File: config.mk
export PLATFORM = sky130hd
export DESIGN_NAME = ring_queue_with_front_insert_core_flat
export DESIGN_NICKNAME = d
export VERILOG_FILES = /design/src/rtl/core/rqfi_pkg.sv /design/src/rtl/core/rqfi_if.sv /design/src/rtl/core/ring_queue_with_front_insert_core.sv /design/src/rtl/core/rqfi_store.sv /design/src/flat_wrapper.sv
export VERILOG_INCLUDE_DIRS = /design/src /design/src/rtl/core
export SDC_FILE = /design/constraint.sdc
export NUM_CORES = 1
export LEC_CHECK = 0
export ABC_AREA = 1
export ABC_CLOCK_PERIOD_IN_PS = 5000
export BUFFER_PORTS_ARGS = -buffer_cell sky130_fd_sc_hd__buf_2
export CAP_MARGIN = 5
export CORE_ASPECT_RATIO = 0.9
export CORE_MARGIN = 4
export CORE_UTILIZATION = 55
export DETAILED_ROUTE_END_ITERATION = 8
export GPL_TIMING_DRIVEN = 0
export PLACE_DENSITY = 0.76
export SLEW_MARGIN = 15
export SYNTH_ARGS = -nofsm -noshare
export SYNTH_HDL_FRONTEND = slang
export SYNTH_HIERARCHICAL = 1
export SYNTH_SLANG_ARGS = --single-unit
File: constraint.sdc
create_clock -name clk -period 5 [get_ports clk]
set_input_delay 1 -clock clk [delete_from_list [all_inputs] [get_ports clk]]
set_output_delay 1 -clock clk [all_outputs]
set_load 0.03 [all_outputs]
File: src/rtl/core/ring_queue_with_front_insert_core_macros.svh
// ----------------------------------------------------------------------------
// Ring queue assertion macros
// Shared concurrent assertion wrappers, clocked on clk.
// ----------------------------------------------------------------------------
`ifndef RING_QUEUE_WITH_FRONT_INSERT_CORE_MACROS_SVH
`define RING_QUEUE_WITH_FRONT_INSERT_CORE_MACROS_SVH

// Checked outside reset only
`define RQFI_ASSERT(name, prop, msg) \
  name: assert property (@(posedge clk) disable iff (rst) prop) else $error(msg);

// Checked at every edge, reset included
`define RQFI_ASSERT_RST(name, prop, msg) \
  name: assert property (@(posedge clk) prop) else $error(msg);

`endif

File: src/rtl/core/rqfi_pkg.sv
// ----------------------------------------------------------------------------
// Ring queue package
// Operation codes, status codes, controller states and fixed field widths.
// ----------------------------------------------------------------------------
package rqfi_pkg;

  localparam int FUNC_W   = 3;
  localparam int STATUS_W = 2;
  // capacity register and fill level share this width
  localparam int CAP_W    = 5;

  typedef enum logic [FUNC_W-1:0] {
    FUNC_SEND_BACK  = 3'd0,
    FUNC_SEND_FRONT = 3'd1,
    FUNC_RECEIVE    = 3'd2,
    FUNC_PEEK       = 3'd3,
    FUNC_RESET      = 3'd4
  } func_t;

  typedef enum logic [STATUS_W-1:0] {
    ST_OK    = 2'd0,
    ST_FULL  = 2'd1,
    ST_EMPTY = 2'd2
  } status_t;

  typedef enum logic {
    S_IDLE,
    S_RESULT
  } state_t;

endpackage

File: src/rtl/core/rqfi_if.sv
// ----------------------------------------------------------------------------
// Ring queue channel interfaces
// Request channel (operation and item) and response channel (status, item,
// fill level), each with valid/ready.
// ----------------------------------------------------------------------------
interface rqfi_req_if #(
  parameter int ITEM_BITS = 32
);
  logic                         valid;
  logic                         ready;
  logic [rqfi_pkg::FUNC_W-1:0]  func;
  logic [ITEM_BITS-1:0]         item_in;

  modport source (output valid, output func, output item_in, input ready);
  modport sink   (input valid, input func, input item_in, output ready);
endinterface

interface rqfi_rsp_if #(
  parameter int ITEM_BITS = 32
);
  logic                          valid;
  logic                          ready;
  logic [rqfi_pkg::STATUS_W-1:0] status;
  logic [ITEM_BITS-1:0]          item_out;
  logic [rqfi_pkg::CAP_W-1:0]    fill_level;

  modport source (output valid, output status, output item_out, output fill_level,
                  input ready);
  modport sink   (input valid, input status, input item_out, input fill_level,
                  output ready);
endinterface

File: src/rtl/core/ring_queue_with_front_insert_core.sv
// Flow: a request transaction reads the item store and enters the result state;
//   the registered read data then loads the response register, which offers it.
// A request is not taken until the previous result has loaded the response
//   register.
// A new request is taken while the previous response still waits.
// Reset (rst, synchronous): queue empty, capacity min(16, DEPTH), no response
//   pending; store contents are left as they are.
// ----------------------------------------------------------------------------
// Ring queue with front insert
// Circular queue of items with append, front insert, receive, peek and
// clear; head, tail and count in registers, items in a synchronous store.
// ----------------------------------------------------------------------------
`include "ring_queue_with_front_insert_core_macros.svh"

module ring_queue_with_front_insert_core #(
  parameter int DEPTH     = 16,
  parameter int ITEM_BITS = 32
) (
  input  logic                       clk,
  input  logic                       rst,
  input  logic                       cfg_we,
  input  logic [rqfi_pkg::CAP_W-1:0] cfg_wdata,
  rqfi_req_if.sink                   req,
  rqfi_rsp_if.source                 rsp
);

  localparam int CAP_W     = rqfi_pkg::CAP_W;
  localparam int PTR_W     = $clog2(DEPTH);
  localparam int CMP_W     = ((PTR_W > CAP_W) ? PTR_W : CAP_W) + 1;
  localparam int CAP_RESET = (DEPTH < 16) ? DEPTH : 16;

  // controller and queue state
  rqfi_pkg::state_t  state, state_next;
  logic [PTR_W-1:0]  head, head_next;
  logic [PTR_W-1:0]  tail, tail_next;
  logic [CAP_W-1:0]  count, count_next;
  logic [CAP_W-1:0]  cap_eff, cap_cfg;

  // pending result, captured at request transaction
  rqfi_pkg::status_t pend_status, op_status;
  logic [CAP_W-1:0]  pend_fill;
  logic              pend_read;

  // response register
  logic                 out_valid;
  rqfi_pkg::status_t    out_status;
  logic [ITEM_BITS-1:0] out_item;
  logic [CAP_W-1:0]     out_fill;

  // store access
  logic                 wr_en, op_wr, rd_en, op_rd;
  logic [PTR_W-1:0]     wr_addr;
  logic [ITEM_BITS-1:0] rd_data;

  logic              in_fire, load_out;
  rqfi_pkg::func_t   func_code;
  logic [CMP_W-1:0]  head_inc, tail_inc, cap_m1;
  logic [PTR_W-1:0]  head_wrap, tail_wrap, head_dec;
  logic              has_room, not_empty;

  // terms for the checks
  logic              chk_ptrs, chk_append, chk_result, chk_clean;

  assign in_fire   = req.valid & req.ready;
  assign func_code = rqfi_pkg::func_t'(req.func);

  // capacity from the write data: 0 acts as 1, above DEPTH acts as DEPTH
  always_comb begin
    if (cfg_wdata == '0) begin
      cap_cfg = CAP_W'(1);
    end else if (int'(cfg_wdata) > DEPTH) begin
      cap_cfg = CAP_W'(DEPTH);
    end else begin
      cap_cfg = cfg_wdata;
    end
  end

  // wrapped pointer arithmetic
  assign head_inc  = CMP_W'(head) + CMP_W'(1);
  assign tail_inc  = CMP_W'(tail) + CMP_W'(1);
  assign cap_m1    = CMP_W'(cap_eff) - CMP_W'(1);
  assign head_wrap = (head_inc >= CMP_W'(cap_eff)) ? '0 : PTR_W'(head_inc);
  assign tail_wrap = (tail_inc >= CMP_W'(cap_eff)) ? '0 : PTR_W'(tail_inc);
  assign head_dec  = (head == '0) ? PTR_W'(cap_m1) : head - PTR_W'(1);
  assign has_room  = count < cap_eff;
  assign not_empty = count != '0;

  // operation decode
  always_comb begin
    head_next  = head;
    tail_next  = tail;
    count_next = count;
    op_status  = rqfi_pkg::ST_OK;
    op_wr      = 1'b0;
    op_rd      = 1'b0;
    wr_addr    = tail;
    unique case (func_code) inside
      rqfi_pkg::FUNC_SEND_BACK: begin
        if (has_room) begin
          op_wr      = 1'b1;
          tail_next  = tail_wrap;
          count_next = count + CAP_W'(1);
        end else begin
          op_status  = rqfi_pkg::ST_FULL;
        end
      end
      rqfi_pkg::FUNC_SEND_FRONT: begin
        if (has_room) begin
          op_wr      = 1'b1;
          wr_addr    = head_dec;
          head_next  = head_dec;
          count_next = count + CAP_W'(1);
        end else begin
          op_status  = rqfi_pkg::ST_FULL;
        end
      end
      rqfi_pkg::FUNC_RECEIVE, rqfi_pkg::FUNC_PEEK: begin
        if (not_empty) begin
          op_rd = 1'b1;
          if (func_code == rqfi_pkg::FUNC_RECEIVE) begin
            head_next  = head_wrap;
            count_next = count - CAP_W'(1);
          end
        end else begin
          op_status = rqfi_pkg::ST_EMPTY;
        end
      end
      rqfi_pkg::FUNC_RESET: begin
        head_next  = '0;
        tail_next  = '0;
        count_next = '0;
      end
      default: begin
      end
    endcase
  end

  assign wr_en = in_fire & op_wr;
  assign rd_en = in_fire & op_rd;

  // one operation at a time: a write and a read never share a cycle
  rqfi_store #(
    .DEPTH     (DEPTH),
    .ITEM_BITS (ITEM_BITS)
  ) u_store (
    .clk     (clk),
    .wr_en   (wr_en),
    .wr_addr (wr_addr),
    .wr_data (req.item_in),
    .rd_en   (rd_en),
    .rd_addr (head),
    .rd_data (rd_data)
  );

  // next state
  always_comb begin
    state_next = state;
    unique case (state)
      rqfi_pkg::S_IDLE: begin
        if (in_fire) begin
          state_next = rqfi_pkg::S_RESULT;
        end
      end
      rqfi_pkg::S_RESULT: begin
        if (load_out) begin
          state_next = rqfi_pkg::S_IDLE;
        end
      end
      default: state_next = rqfi_pkg::S_IDLE;
    endcase
  end

  // controller outputs
  always_comb begin
    req.ready = 1'b0;
    load_out  = 1'b0;
    unique case (state)
      rqfi_pkg::S_IDLE:   req.ready = 1'b1;
      rqfi_pkg::S_RESULT: load_out  = ~out_valid | rsp.ready;
      default: begin
      end
    endcase
  end

  // control registers
  always_ff @(posedge clk) begin
    if (rst) begin
      state     <= rqfi_pkg::S_IDLE;
      head      <= '0;
      tail      <= '0;
      count     <= '0;
      cap_eff   <= CAP_W'(CAP_RESET);
      out_valid <= 1'b0;
    end else begin
      state <= state_next;
      if (cfg_we) begin
        cap_eff <= cap_cfg;
        head    <= '0;
        tail    <= '0;
        count   <= '0;
      end else if (in_fire) begin
        head  <= head_next;
        tail  <= tail_next;
        count <= count_next;
      end
      if (load_out) begin
        out_valid <= 1'b1;
      end else if (rsp.ready) begin
        out_valid <= 1'b0;
      end
    end
  end

  // payload registers
  always_ff @(posedge clk) begin
    if (in_fire) begin
      pend_status <= op_status;
      pend_fill   <= count_next;
      pend_read   <= op_rd;
    end
    if (load_out) begin
      out_status <= pend_status;
      out_item   <= pend_read ? rd_data : '0;
      out_fill   <= pend_fill;
    end
  end

  assign rsp.valid      = out_valid;
  assign rsp.status     = out_status;
  assign rsp.item_out   = out_item;
  assign rsp.fill_level = out_fill;

  // checks
  assign chk_ptrs   = (CMP_W'(head) < CMP_W'(cap_eff)) && (CMP_W'(tail) < CMP_W'(cap_eff));
  assign chk_append = in_fire && !cfg_we && func_code == rqfi_pkg::FUNC_SEND_BACK && has_room;
  assign chk_result = state == rqfi_pkg::S_RESULT && !req.ready;
  assign chk_clean  = state == rqfi_pkg::S_IDLE && !out_valid && count == '0;

  `RQFI_ASSERT(a_count_in_cap, count <= cap_eff, "item count above capacity")
  `RQFI_ASSERT(a_ptr_in_cap, chk_ptrs, "pointer past wrap point")
  `RQFI_ASSERT(a_append_count, chk_append |=> count == $past(count) + CAP_W'(1), "append count")
  `RQFI_ASSERT(a_accept_result, in_fire |=> chk_result, "request not followed by result phase")
  `RQFI_ASSERT_RST(a_reset_clean, $past(rst) |-> chk_clean, "reset left state behind")

endmodule

File: src/rtl/core/rqfi_store.sv
// ----------------------------------------------------------------------------
// Ring queue item store
// Single write port, single read port, registered read data.
// ----------------------------------------------------------------------------
module rqfi_store #(
  parameter int DEPTH     = 16,
  parameter int ITEM_BITS = 32
) (
  input  logic                     clk,
  input  logic                     wr_en,
  input  logic [$clog2(DEPTH)-1:0] wr_addr,
  input  logic [ITEM_BITS-1:0]     wr_data,
  input  logic                     rd_en,
  input  logic [$clog2(DEPTH)-1:0] rd_addr,
  output logic [ITEM_BITS-1:0]     rd_data
);

  logic [ITEM_BITS-1:0] mem [DEPTH];

  // write port
  always_ff @(posedge clk) begin
    if (wr_en) begin
      mem[wr_addr] <= wr_data;
    end
  end

  // read port, data held until the next read
  always_ff @(posedge clk) begin
    if (rd_en) begin
      rd_data <= mem[rd_addr];
    end
  end

endmodule
File: src/flat_wrapper.sv
// flat-port wrapper written by rule: the top's interface ports become plain ports
module ring_queue_with_front_insert_core_flat 
#(
  parameter int DEPTH     = 16,
  parameter int ITEM_BITS = 32
)
  (clk, rst, cfg_we, cfg_wdata, req_valid, req_func, req_item_in, req_ready, rsp_valid, rsp_status, rsp_item_out, rsp_fill_level, rsp_ready);
  rqfi_req_if #(.ITEM_BITS(ITEM_BITS)) req_i ();
  rqfi_rsp_if #(.ITEM_BITS(ITEM_BITS)) rsp_i ();
  input  logic clk;
  input  logic rst;
  input  logic cfg_we;
  input  logic [rqfi_pkg::CAP_W-1:0] cfg_wdata;
  input wire logic [$bits(req_i.valid)-1:0] req_valid;
  input wire logic [$bits(req_i.func)-1:0] req_func;
  input wire logic [$bits(req_i.item_in)-1:0] req_item_in;
  output wire logic [$bits(req_i.ready)-1:0] req_ready;
  output wire logic [$bits(rsp_i.valid)-1:0] rsp_valid;
  output wire logic [$bits(rsp_i.status)-1:0] rsp_status;
  output wire logic [$bits(rsp_i.item_out)-1:0] rsp_item_out;
  output wire logic [$bits(rsp_i.fill_level)-1:0] rsp_fill_level;
  input wire logic [$bits(rsp_i.ready)-1:0] rsp_ready;
  assign req_i.valid = req_valid;
  assign req_i.func = req_func;
  assign req_i.item_in = req_item_in;
  assign req_ready = req_i.ready;
  assign rsp_valid = rsp_i.valid;
  assign rsp_status = rsp_i.status;
  assign rsp_item_out = rsp_i.item_out;
  assign rsp_fill_level = rsp_i.fill_level;
  assign rsp_i.ready = rsp_ready;
  ring_queue_with_front_insert_core #(.DEPTH(DEPTH), .ITEM_BITS(ITEM_BITS)) u_core (.clk(clk), .rst(rst), .cfg_we(cfg_we), .cfg_wdata(cfg_wdata), .req(req_i), .rsp(rsp_i));
endmodule
* Yosys cells after proc, flatten, opt, wreduce, memory -nomap -nowiden *
Memories as Yosys holds them, arrays and structs flattened. A register that Yosys moved wholly into a read port is not among the register bits.
Cells that the tools add are included.

word-level totals
  bits in registers = 67
  latch bits = 0
  bits in writable memories = 512
  ROM bits = 0
  input port bits = 45
  output and inout bits = 41
  word-level logic and storage cells = 82
  memories = 1

operators by class
  $add $sub $neg = 6
  multipliers = 0
  div/mod/pow operators = 0
  $lt $le $gt $ge = 4
  equality and inequality tests = 8
  shifts and indexed selects = 0
  mux-type cells = 33
  bitwise operators = 6
  reductions and logical operators = 12

memory list
  name                words  width  rd ports  clocked after memory_dff  write ports  line              source
  u_core.u_store.mem  16     32     1         1                         1            rqfi_store.sv:18  logic [ITEM_BITS-1:0] mem [DEPTH];

operators by type and width
  cell                 number
  $mux 4               9
  $mux 5               5
  $pmux 5 s3           1
  $mux 1               13
  $pmux 4 s3           1
  $add 4x1->5 const B  2
  $ge 5x5->1           2
  $ne 2x1->1 const B   4
  $pmux 4 s2           1
  $sub 4x1->4 const B  2
  $eq 3x2->1 const B   2
  $reduce_or 2->1      3
  $add 5x1->5 const B  1
  $gt 5x5->1 const B   1
  $logic_not 5->1      1
  $lt 5x5->1           1
  $reduce_and 5->1     1
  $reduce_bool 5->1    1
  $sub 5x1->5 const B  1
  $logic_not 4->1      1
  $pmux 2 s2           1
  $reduce_bool 2->1    2
  $and 1x1->1          3
  $eq 3x1->1 const B   1
  8 further kinds      9

* Depth between registers and ports, before layout *
Gate-level depths: netlist of run 1.

  depth in word-level cells = 6
  gate-level depth with buffers = 14
  mapped depth without buffers = 13

* By module *
The synthesis of run 1 kept the hierarchy.

modules (own cells, without submodules)
  module                             instances  cells an instance  area each (µm²)  seq. area each (µm²)
  rqfi_store                         1          2120               23050.9          16335.7
  ring_queue_with_front_insert_core  1          419                3552.2           1811.7

* Worst setup path before layout of run 1 *
Ideal clock, no wire load.

  path type = in2reg
  start = input port req_valid
  end = memory u_core.u_store.mem[12][0] (enable)
  library setup time = 0.421 ns
  arrival time = 3.340 ns
  required time = 4.579 ns
  setup slack = 1.239 ns
  cell stages on the path = 6
  buffers on the path = 0
  cells stage by stage = inv_1 > nor2_4 > inv_1 > nor3_1 > nand3_1 > nor2_1

between the ends
  word-level cells in the longest chain between the ends = 4

ends and longest elaborated chain
  what                          line                                      source
  from (decl)                   flat_wrapper.sv:14                        input wire logic [$bits(req_i.valid)-1:0] req_valid;
  $and 1x1->1                   ring_queue_with_front_insert_core.sv:64   assign in_fire = req.valid & req.ready;
  net u_core.in_fire            ring_queue_with_front_insert_core.sv:55   logic in_fire, load_out;
  $and 1x1->1                   ring_queue_with_front_insert_core.sv:138  assign wr_en = in_fire & op_wr;
  net u_core.wr_en              ring_queue_with_front_insert_core.sv:51   logic wr_en, op_wr, rd_en, op_rd;
  $mux 1                        rqfi_store.sv:22                          if (wr_en) begin
  $mux 1 (implied by the code)  rqfi_store.sv:23                          mem[wr_addr] <= wr_data;
  to (decl)                     rqfi_store.sv:18

The timed path passes the listed nets, and every way through them passes these cells.

* Worst setup path in the final report of run 1 *
  start = register u_core.head[1]
  end = memory u_core.u_store.mem[15][23] (enable)

between the ends
  word-level cells in the longest chain between the ends = 4
  elaborated cells on any way between the ends = 5
  classes of those cells = add/sub: 1; mux: 3; reduce/logical: 1

ends and longest elaborated chain
  what                                                   line                                      source
  from (decl)                                            ring_queue_with_front_insert_core.sv:34   logic [PTR_W-1:0] head, head_next;
  from (signal assigned)                                 ring_queue_with_front_insert_core.sv:202  head <= head_next;
  $sub 4x1->4 / $logic_not 4->1 (equally long branches)  ring_queue_with_front_insert_core.sv:84   assign head_dec = (head == '0) ? PTR_W'(cap_m1) : head - PTR_W'(1);
  $mux 4 (*)                                             ring_queue_with_front_insert_core.sv:84
  $mux 4 (*)                                             ring_queue_with_front_insert_core.sv:108  if (has_room) begin
  $mux 4 (*)                                             ring_queue_with_front_insert_core.sv:97   unique case (func_code) inside
  net u_core.wr_addr[2]                                  ring_queue_with_front_insert_core.sv:52   logic [PTR_W-1:0] wr_addr;

Mark *: on every way through the listed nets, which the timed path passes. The rest lies on a longest branch.

==> run metrics, run 1 <==
Die X roughly 240 um; Die Y about 220 um; clk_skew ~0.021 ns; flops & latches, synth 611; initial DRC count 2601; DRC Markers 0; Nets ~2800; status finished clean; CTS Hold Bufs 0; layout cells sized above 1 10.81%; YS warnings 6; ys async rst share 0%; Post-CTS Setup Bufs 0; Sink Count 611; CTS clk-pin slew, worst paths ~0.060 ns; IO Pins 86; number of global-route vias before repair roughly 19000; Max Fclk 255.3 MHz; initial core utilization between 50% and 60%; port bufs 85; Logic pwr share slightly above 6%; most instantiated cells after synthesis nand2_1, edfxtp_1, inv_1, nand3_1, nor2_1; Detail Route Antenna Nets 0; syn_nets 2604; Die ar. about 52000 um^2; hpwl dp 46110 um; row cnt 76; initial antenna violation count 1; largest area contributor in the netlist edfxtp_1; VDD IR max 0.2692 mV; cells after synthesis 2539; WP data arrival between 4 and 5 ns; Slew @ Worst Pin 1.035 ns; Post-Syn Area 26600 um^2; DR WL/cell ~21 um; fin crit period 3.916 ns; critical path type reg2reg; Synth-to-Final Area Change 13.97%; final setup violation count 0; drt pass-1 iters 6; worst min path class reg2reg; top-count cell post-synth nand2_1; setup repair after global routing missed its margin no; # placed instances between 3000 and 4000; design area approximately 30000 um^2; ys flop type edfxtp_1; Core Util, Final a little under two thirds; Post-Route WL a little over 70000 um; Worst setup EP type flop; setup tns final 0 ns; ranking of synthesized cells by area edfxtp_1, nand2_1, nand3_1; crit path launch type flop; Power Density approximately 350 nW/um^2; Leak Pwr ~13 nW; TritonCTS clock tree built; grt total ovfl 0; dpl cell area 28470 um^2; core area about 48000 um^2; Mean Syn Cell Area between 10 and 15 um^2; crit path max fanout 14; via/cell ratio about 5.6; routability cong. 0.8451; worst hold slack between 0.4 and 0.5 ns; post-route insts no fill 3372; Cell variety after synth 36; max cap viols 0; Post-synth EDFFs 591; Internal Dissipation between 8 and 9 mW; Slew headroom a little under a third; H-tree levels 2; switching power 2.373 mW; Final period util slightly below 80%; Clock Path Buffers 3; clock share of power roughly 40%; cts bufs inserted roughly 60; clock root buffer clkbuf_16; sequential area share after synthesis between 60 and 70%; Net Sw Frac around 22%; Pwr Total about 11 mW; Yosys top cell area share between 60% and 70%; sequential share of power between 50% and 60%; total number of vias around 19000; global-route wire length before repair 107000 um; FILL cells ~3600; PnR worst setup slack ~1.1 ns; WP data required roughly 5.3 ns; Max Slew Vio Count 0; final hold vios 0; Worst Setup Slack post-DPL roughly 1.1 ns; # resized after CTS 0; Clk Latency, worst-skew pair 0.63 ns; largest net degree at the start of global routing 23; GRT Overall Usage 27.27%
[flip-flops by register name, summed over array words and instances, names as in the netlist]
name	flops
u_core/tail	4
u_core/head	4
u_core/rsp.status	2
u_core/pend_status	2
u_core/rsp.item_out	32
u_core/rsp.valid	1
u_core/chk_result	1
u_core/rsp.fill_level	5
u_core/u_store/rd_data	32
u_core/cap_eff	5
u_core/count	5
u_core/pend_fill	5
u_core/u_store/mem	512
u_core/pend_read	1
[final cells by class]
cell class              instances  area, um^2  area share (%)
flip-flops and latches        611       18150           59.85
multi-input cells            1336        6057           19.98
inverters                     481        1808           5.963
clock buffers                  71        1543           5.088
repair buffers                106       943.4           3.112
well taps                     624       780.7           2.575
plain buffers                 111       729.5           2.406
clock inverters                31       307.8           1.015
diodes                          1       2.502        0.008254
[power groups by stage]
stage          Combinational (mW)  Sequential, mW  Clock, mW
3_5_place_dp                0.636            5.80          0
3_3_place_gp                0.591            5.81          0
6_report                    0.650            5.70       4.36
2_1_floorplan               0.323            5.84          0
5_1_grt                     0.704            5.70       4.64
4_1_cts                     0.643            5.70       4.41
[per-layer routing]
metal / global-route usage [%] / up-vias / part of all wire, %
li1: - / 8567 / -
met1: 35.47 / 8930 / 37
met2: 44.71 / 1182 / 47
met3: 5.471 / 256 / 12
met4: 12.33 / 2 / 4.6
met5: 0 / - / 0.018
[layout by cell type, fill, tap and decap left out, types with 2 or more instances in the layout]
cell and count:
a21oi_1 19, inv_2 8, nand4_1 10, clkinv_1 15, o21ai_0 11, a22oi_1 2
clkinv_2 6, clkbuf_1 29, buf_2 126, bufinv_16 6, buf_12 9, nand3b_1 2
dfxtp_1 20, a31oi_1 2, nand2_2 3, buf_4 7, buf_16 13, nor2_1 25
o22ai_1 4, nand2_1 776, nand3_1 416, edfxtp_1 591, nor3_1 6, buf_6 29
inv_1 472, buf_1 14, nor2_4 20, o21ai_1 4, ha_1 20, clkbuf_16 60
xor2_1 7
[final timing paths]
path	startpoint	endpoint	slack, ns	cells past startpoint
worst max-delay path	u_core/head[1]	u_core/u_store/mem[15][23]	1.08	13
worst min-delay path	u_core/pend_fill[1]	u_core/rsp.fill_level[1]	0.42	0
worst max register to register	u_core/head[1]	u_core/u_store/mem[15][23]	1.08	13
worst min register to register	u_core/pend_fill[1]	u_core/rsp.fill_level[1]	0.42	0
[critical path: stages, from the launching register on]
cell     delay, ns
dfxtp_1       0.54
inv_1         0.11
ha_1          0.25
nand2_1       0.08
nor2_1        0.04
nand2_1       0.08
nand2_1       0.11
ha_1          0.21
xnor2_1       0.15
o21ai_0       0.49
nand3_1       0.50
nor2_4        0.62
buf_16        0.23
buf_16        0.16
[cell families (layout without fill, tap and decap cells)]
kind of cell / Yosys count / in the layout / synth area share, %
compound gates: 47 / 47 / 0.9736
simple gates: 1261 / 1261 / 20.07
xor+xnor: 8 / 8 / 0.2634
buf+inv: 592 / 800 / 9.538
other cells: 0 / 1 / 0
fa+ha+maj: 20 / 20 / 0.9406
flops: 611 / 611 / 68.22
No activity file was read; power rests on OpenSTA's default activity.
==> run 2: changes to the inputs <==
--- a/config.mk
+++ b/config.mk
@@ -7,7 +7,7 @@
 export NUM_CORES = 1
 export LEC_CHECK = 0
 export ABC_AREA = 1
-export ABC_CLOCK_PERIOD_IN_PS = 5000
+export ABC_CLOCK_PERIOD_IN_PS = 3400
 export BUFFER_PORTS_ARGS = -buffer_cell sky130_fd_sc_hd__buf_2
 export CAP_MARGIN = 5
 export CORE_ASPECT_RATIO = 0.9
@@ -15,7 +15,7 @@
 export CORE_UTILIZATION = 55
 export DETAILED_ROUTE_END_ITERATION = 8
 export GPL_TIMING_DRIVEN = 0
-export PLACE_DENSITY = 0.76
+export PLACE_DENSITY = 0.79
 export SLEW_MARGIN = 15
 export SYNTH_ARGS = -nofsm -noshare
 export SYNTH_HDL_FRONTEND = slang
==> constraint.sdc (replaced) <==
create_clock -name clk -period 3.4 [get_ports clk]
set_input_delay 0.68 -clock clk [delete_from_list [all_inputs] [get_ports clk]]
set_output_delay 0.68 -clock clk [all_outputs]
set_load 0.03 [all_outputs]
==> run metrics, run 2 (synthesized netlist as in run 1, its figures left out) <==
Max Fclk 306.3 MHz (+20%); max reg flops 512 (unchanged); setup tns final 0 ns (unchanged); Sink Count 611 (unchanged); final setup violation count 0 (unchanged); number of global-route vias before repair 18940 (+0.62%); DR WL/cell 21.05 um (-0.26%); Final period util 96.01% (+18 points); Clk Latency, worst-skew pair 0.62 ns (about the same); fin crit period 3.264 ns (-0.6519 ns); TritonCTS clock tree built; via/cell ratio 5.634 (+0.32%); layout cells sized above 1 11.57% (+0.76 points); GRT Overall Usage 27.15% (-0.13 points); hold path depth 2 (+2); Worst setup EP type flop; initial antenna violation count 1 (unchanged); commonest cells after routing, fill and taps aside nand2_1, edfxtp_1, inv_1; grt total ovfl 0 (unchanged); total number of vias 19150 (+1.1%); post-route insts no fill 3399 (+0.80%); WP data required 3.71 ns (-1.61 ns); largest net degree at the start of global routing 22 (-4.3%); Power Density 506.0 nW/um^2 (+43%); design area 30610 um^2 (+0.97%); Die Y 216.6 um (unchanged); crit path launch type flop; initial DRC count 2430 (-6.6%); # diodes 0 (-1); Detail Route Antenna Nets 0 (unchanged); Die ar. 51960 um^2 (unchanged); dpl cell area 28450 um^2 (about the same); Die X 239.8 um (unchanged); clk_skew 0.01858 ns (-0.002300 ns); commonest non-fill, non-tap cell in the layout nand2_1; CTS Hold Bufs 0 (unchanged); initial core utilization 55.62% (unchanged); DRC Markers 0 (unchanged); IO Pins 86 (unchanged); global-route wire length before repair 106800 um (-0.23%); setup repair after global routing missed its margin yes; Slew @ Worst Pin 0.9971 ns (-0.03808 ns); WP data arrival 3.57 ns (-0.67 ns); core area 47830 um^2 (unchanged); Synth-to-Final Area Change 15.07%; routability cong. 0.8843 (+4.6%); row cnt 76 (unchanged); critical path type reg2reg; VDD IR max 0.4637 mV (+72%); Clock Path Buffers 3 (unchanged); Leak Pwr 13.13 nW (+0.98%); Max Slew Vio Count 0 (unchanged); # placed instances 3267 (-0.061%); clock root buffer clkbuf_16; drt pass-1 iters 6 (unchanged); Post-Route WL 71550 um (+0.54%); final hold vios 0 (unchanged); Worst Setup Slack post-DPL -0.2219 ns (-1.277 ns); hpwl dp 46430 um (+0.70%); Core Util, Final 64.00% (+0.61 points); cts bufs inserted 59 (unchanged); H-tree levels 2 (unchanged); Nets 2792 (+0.76%); status finished clean; port bufs 85 (unchanged); CTS clk-pin slew, worst paths 0.06 ns (about the same); Slew headroom 33.53% (+2.5 points); R2R depth 13 (unchanged); max cap viols 0 (unchanged); Top reg by flops u_core/u_store/mem; PnR worst setup slack 0.1356 ns (-0.9481 ns); crit path max fanout 15 (+1); worst min path class in2reg
[run 2: cell count changes in the layout (fill, tap and decap cells not counted), sizes merged]
cell      change
inv           +2
diode         -1
clkinvlp      -1
clkinv        +9
bufinv        -3
nor2          +1
buf          +20
[run 2: worst max-delay path, cell delays in order (launching register included)]
cell and delay, ns:
dfxtp_1 0.53, inv_1 0.11, ha_1 0.25, nand2_1 0.09, nor2_1 0.04, nand2_1 0.08, nand2_1 0.11, ha_1 0.21
xnor2_1 0.24, o21ai_1 0.21, nor2_1 0.14, nand2_1 0.36, nor2_4 0.36, buf_12 0.21
[run 2: final timing paths]
check,start,end,slack (ns)
max,u_core/head[1],u_core/u_store/mem[3][14],0.14
min,rst,u_core/rsp.valid,0.32
max reg2reg,u_core/head[1],u_core/u_store/mem[3][14],0.14
min reg2reg,u_core/pend_status[0],u_core/rsp.status[0],0.42
[run 2: what timing repair did]
item,in CTS,in global routing
pin swaps,14,2
gates cloned,1,0
resized for setup,0,4
setup buffers,19,3
setup endpoints to repair,351,350
[run 2: final cells by class]
class                           count  area [um^2]
Tap cell                          624        780.7
Inverter                          481         1808
Timing Repair Buffer              126         1291
Buffer                            111        729.5
Clock buffer                       71         1521
Multi-Input combinational cell   1337         6076
Clock inverter                     38        259.0
Sequential cell                   611        18150
Fill cell                        3362        17220
[run 2: power breakdown]
part / leakage (nW) / internal [mW] / total (mW) / switching (mW)
registers: 5.51 / 8.35 / 8.38 / 0.0299
logic: 6.75 / 0.268 / 0.977 / 0.709
clock network: 0.876 / 3.40 / 6.14 / 2.74
[run 2: per-layer routing]
metal | vias to the layer above | routed length [um] | global-route usage, %
met5 | - | 0 | 0
met4 | 0 | 3658 | 13.31
met3 | 280 | 8141 | 5.446
met2 | 1236 | 33510 | 43.91
met1 | 9029 | 26240 | 35.37
li1 | 8604 | - | -
[run 2: metrics by stage]
stage	hold WS, ns	power (mW)
floorplan	0.4003	9.071
global placement	0.4035	9.411
detailed placement	0.4075	9.476
CTS	0.2943	15.51
global route	0.3200	15.97
finish	0.3226	15.49
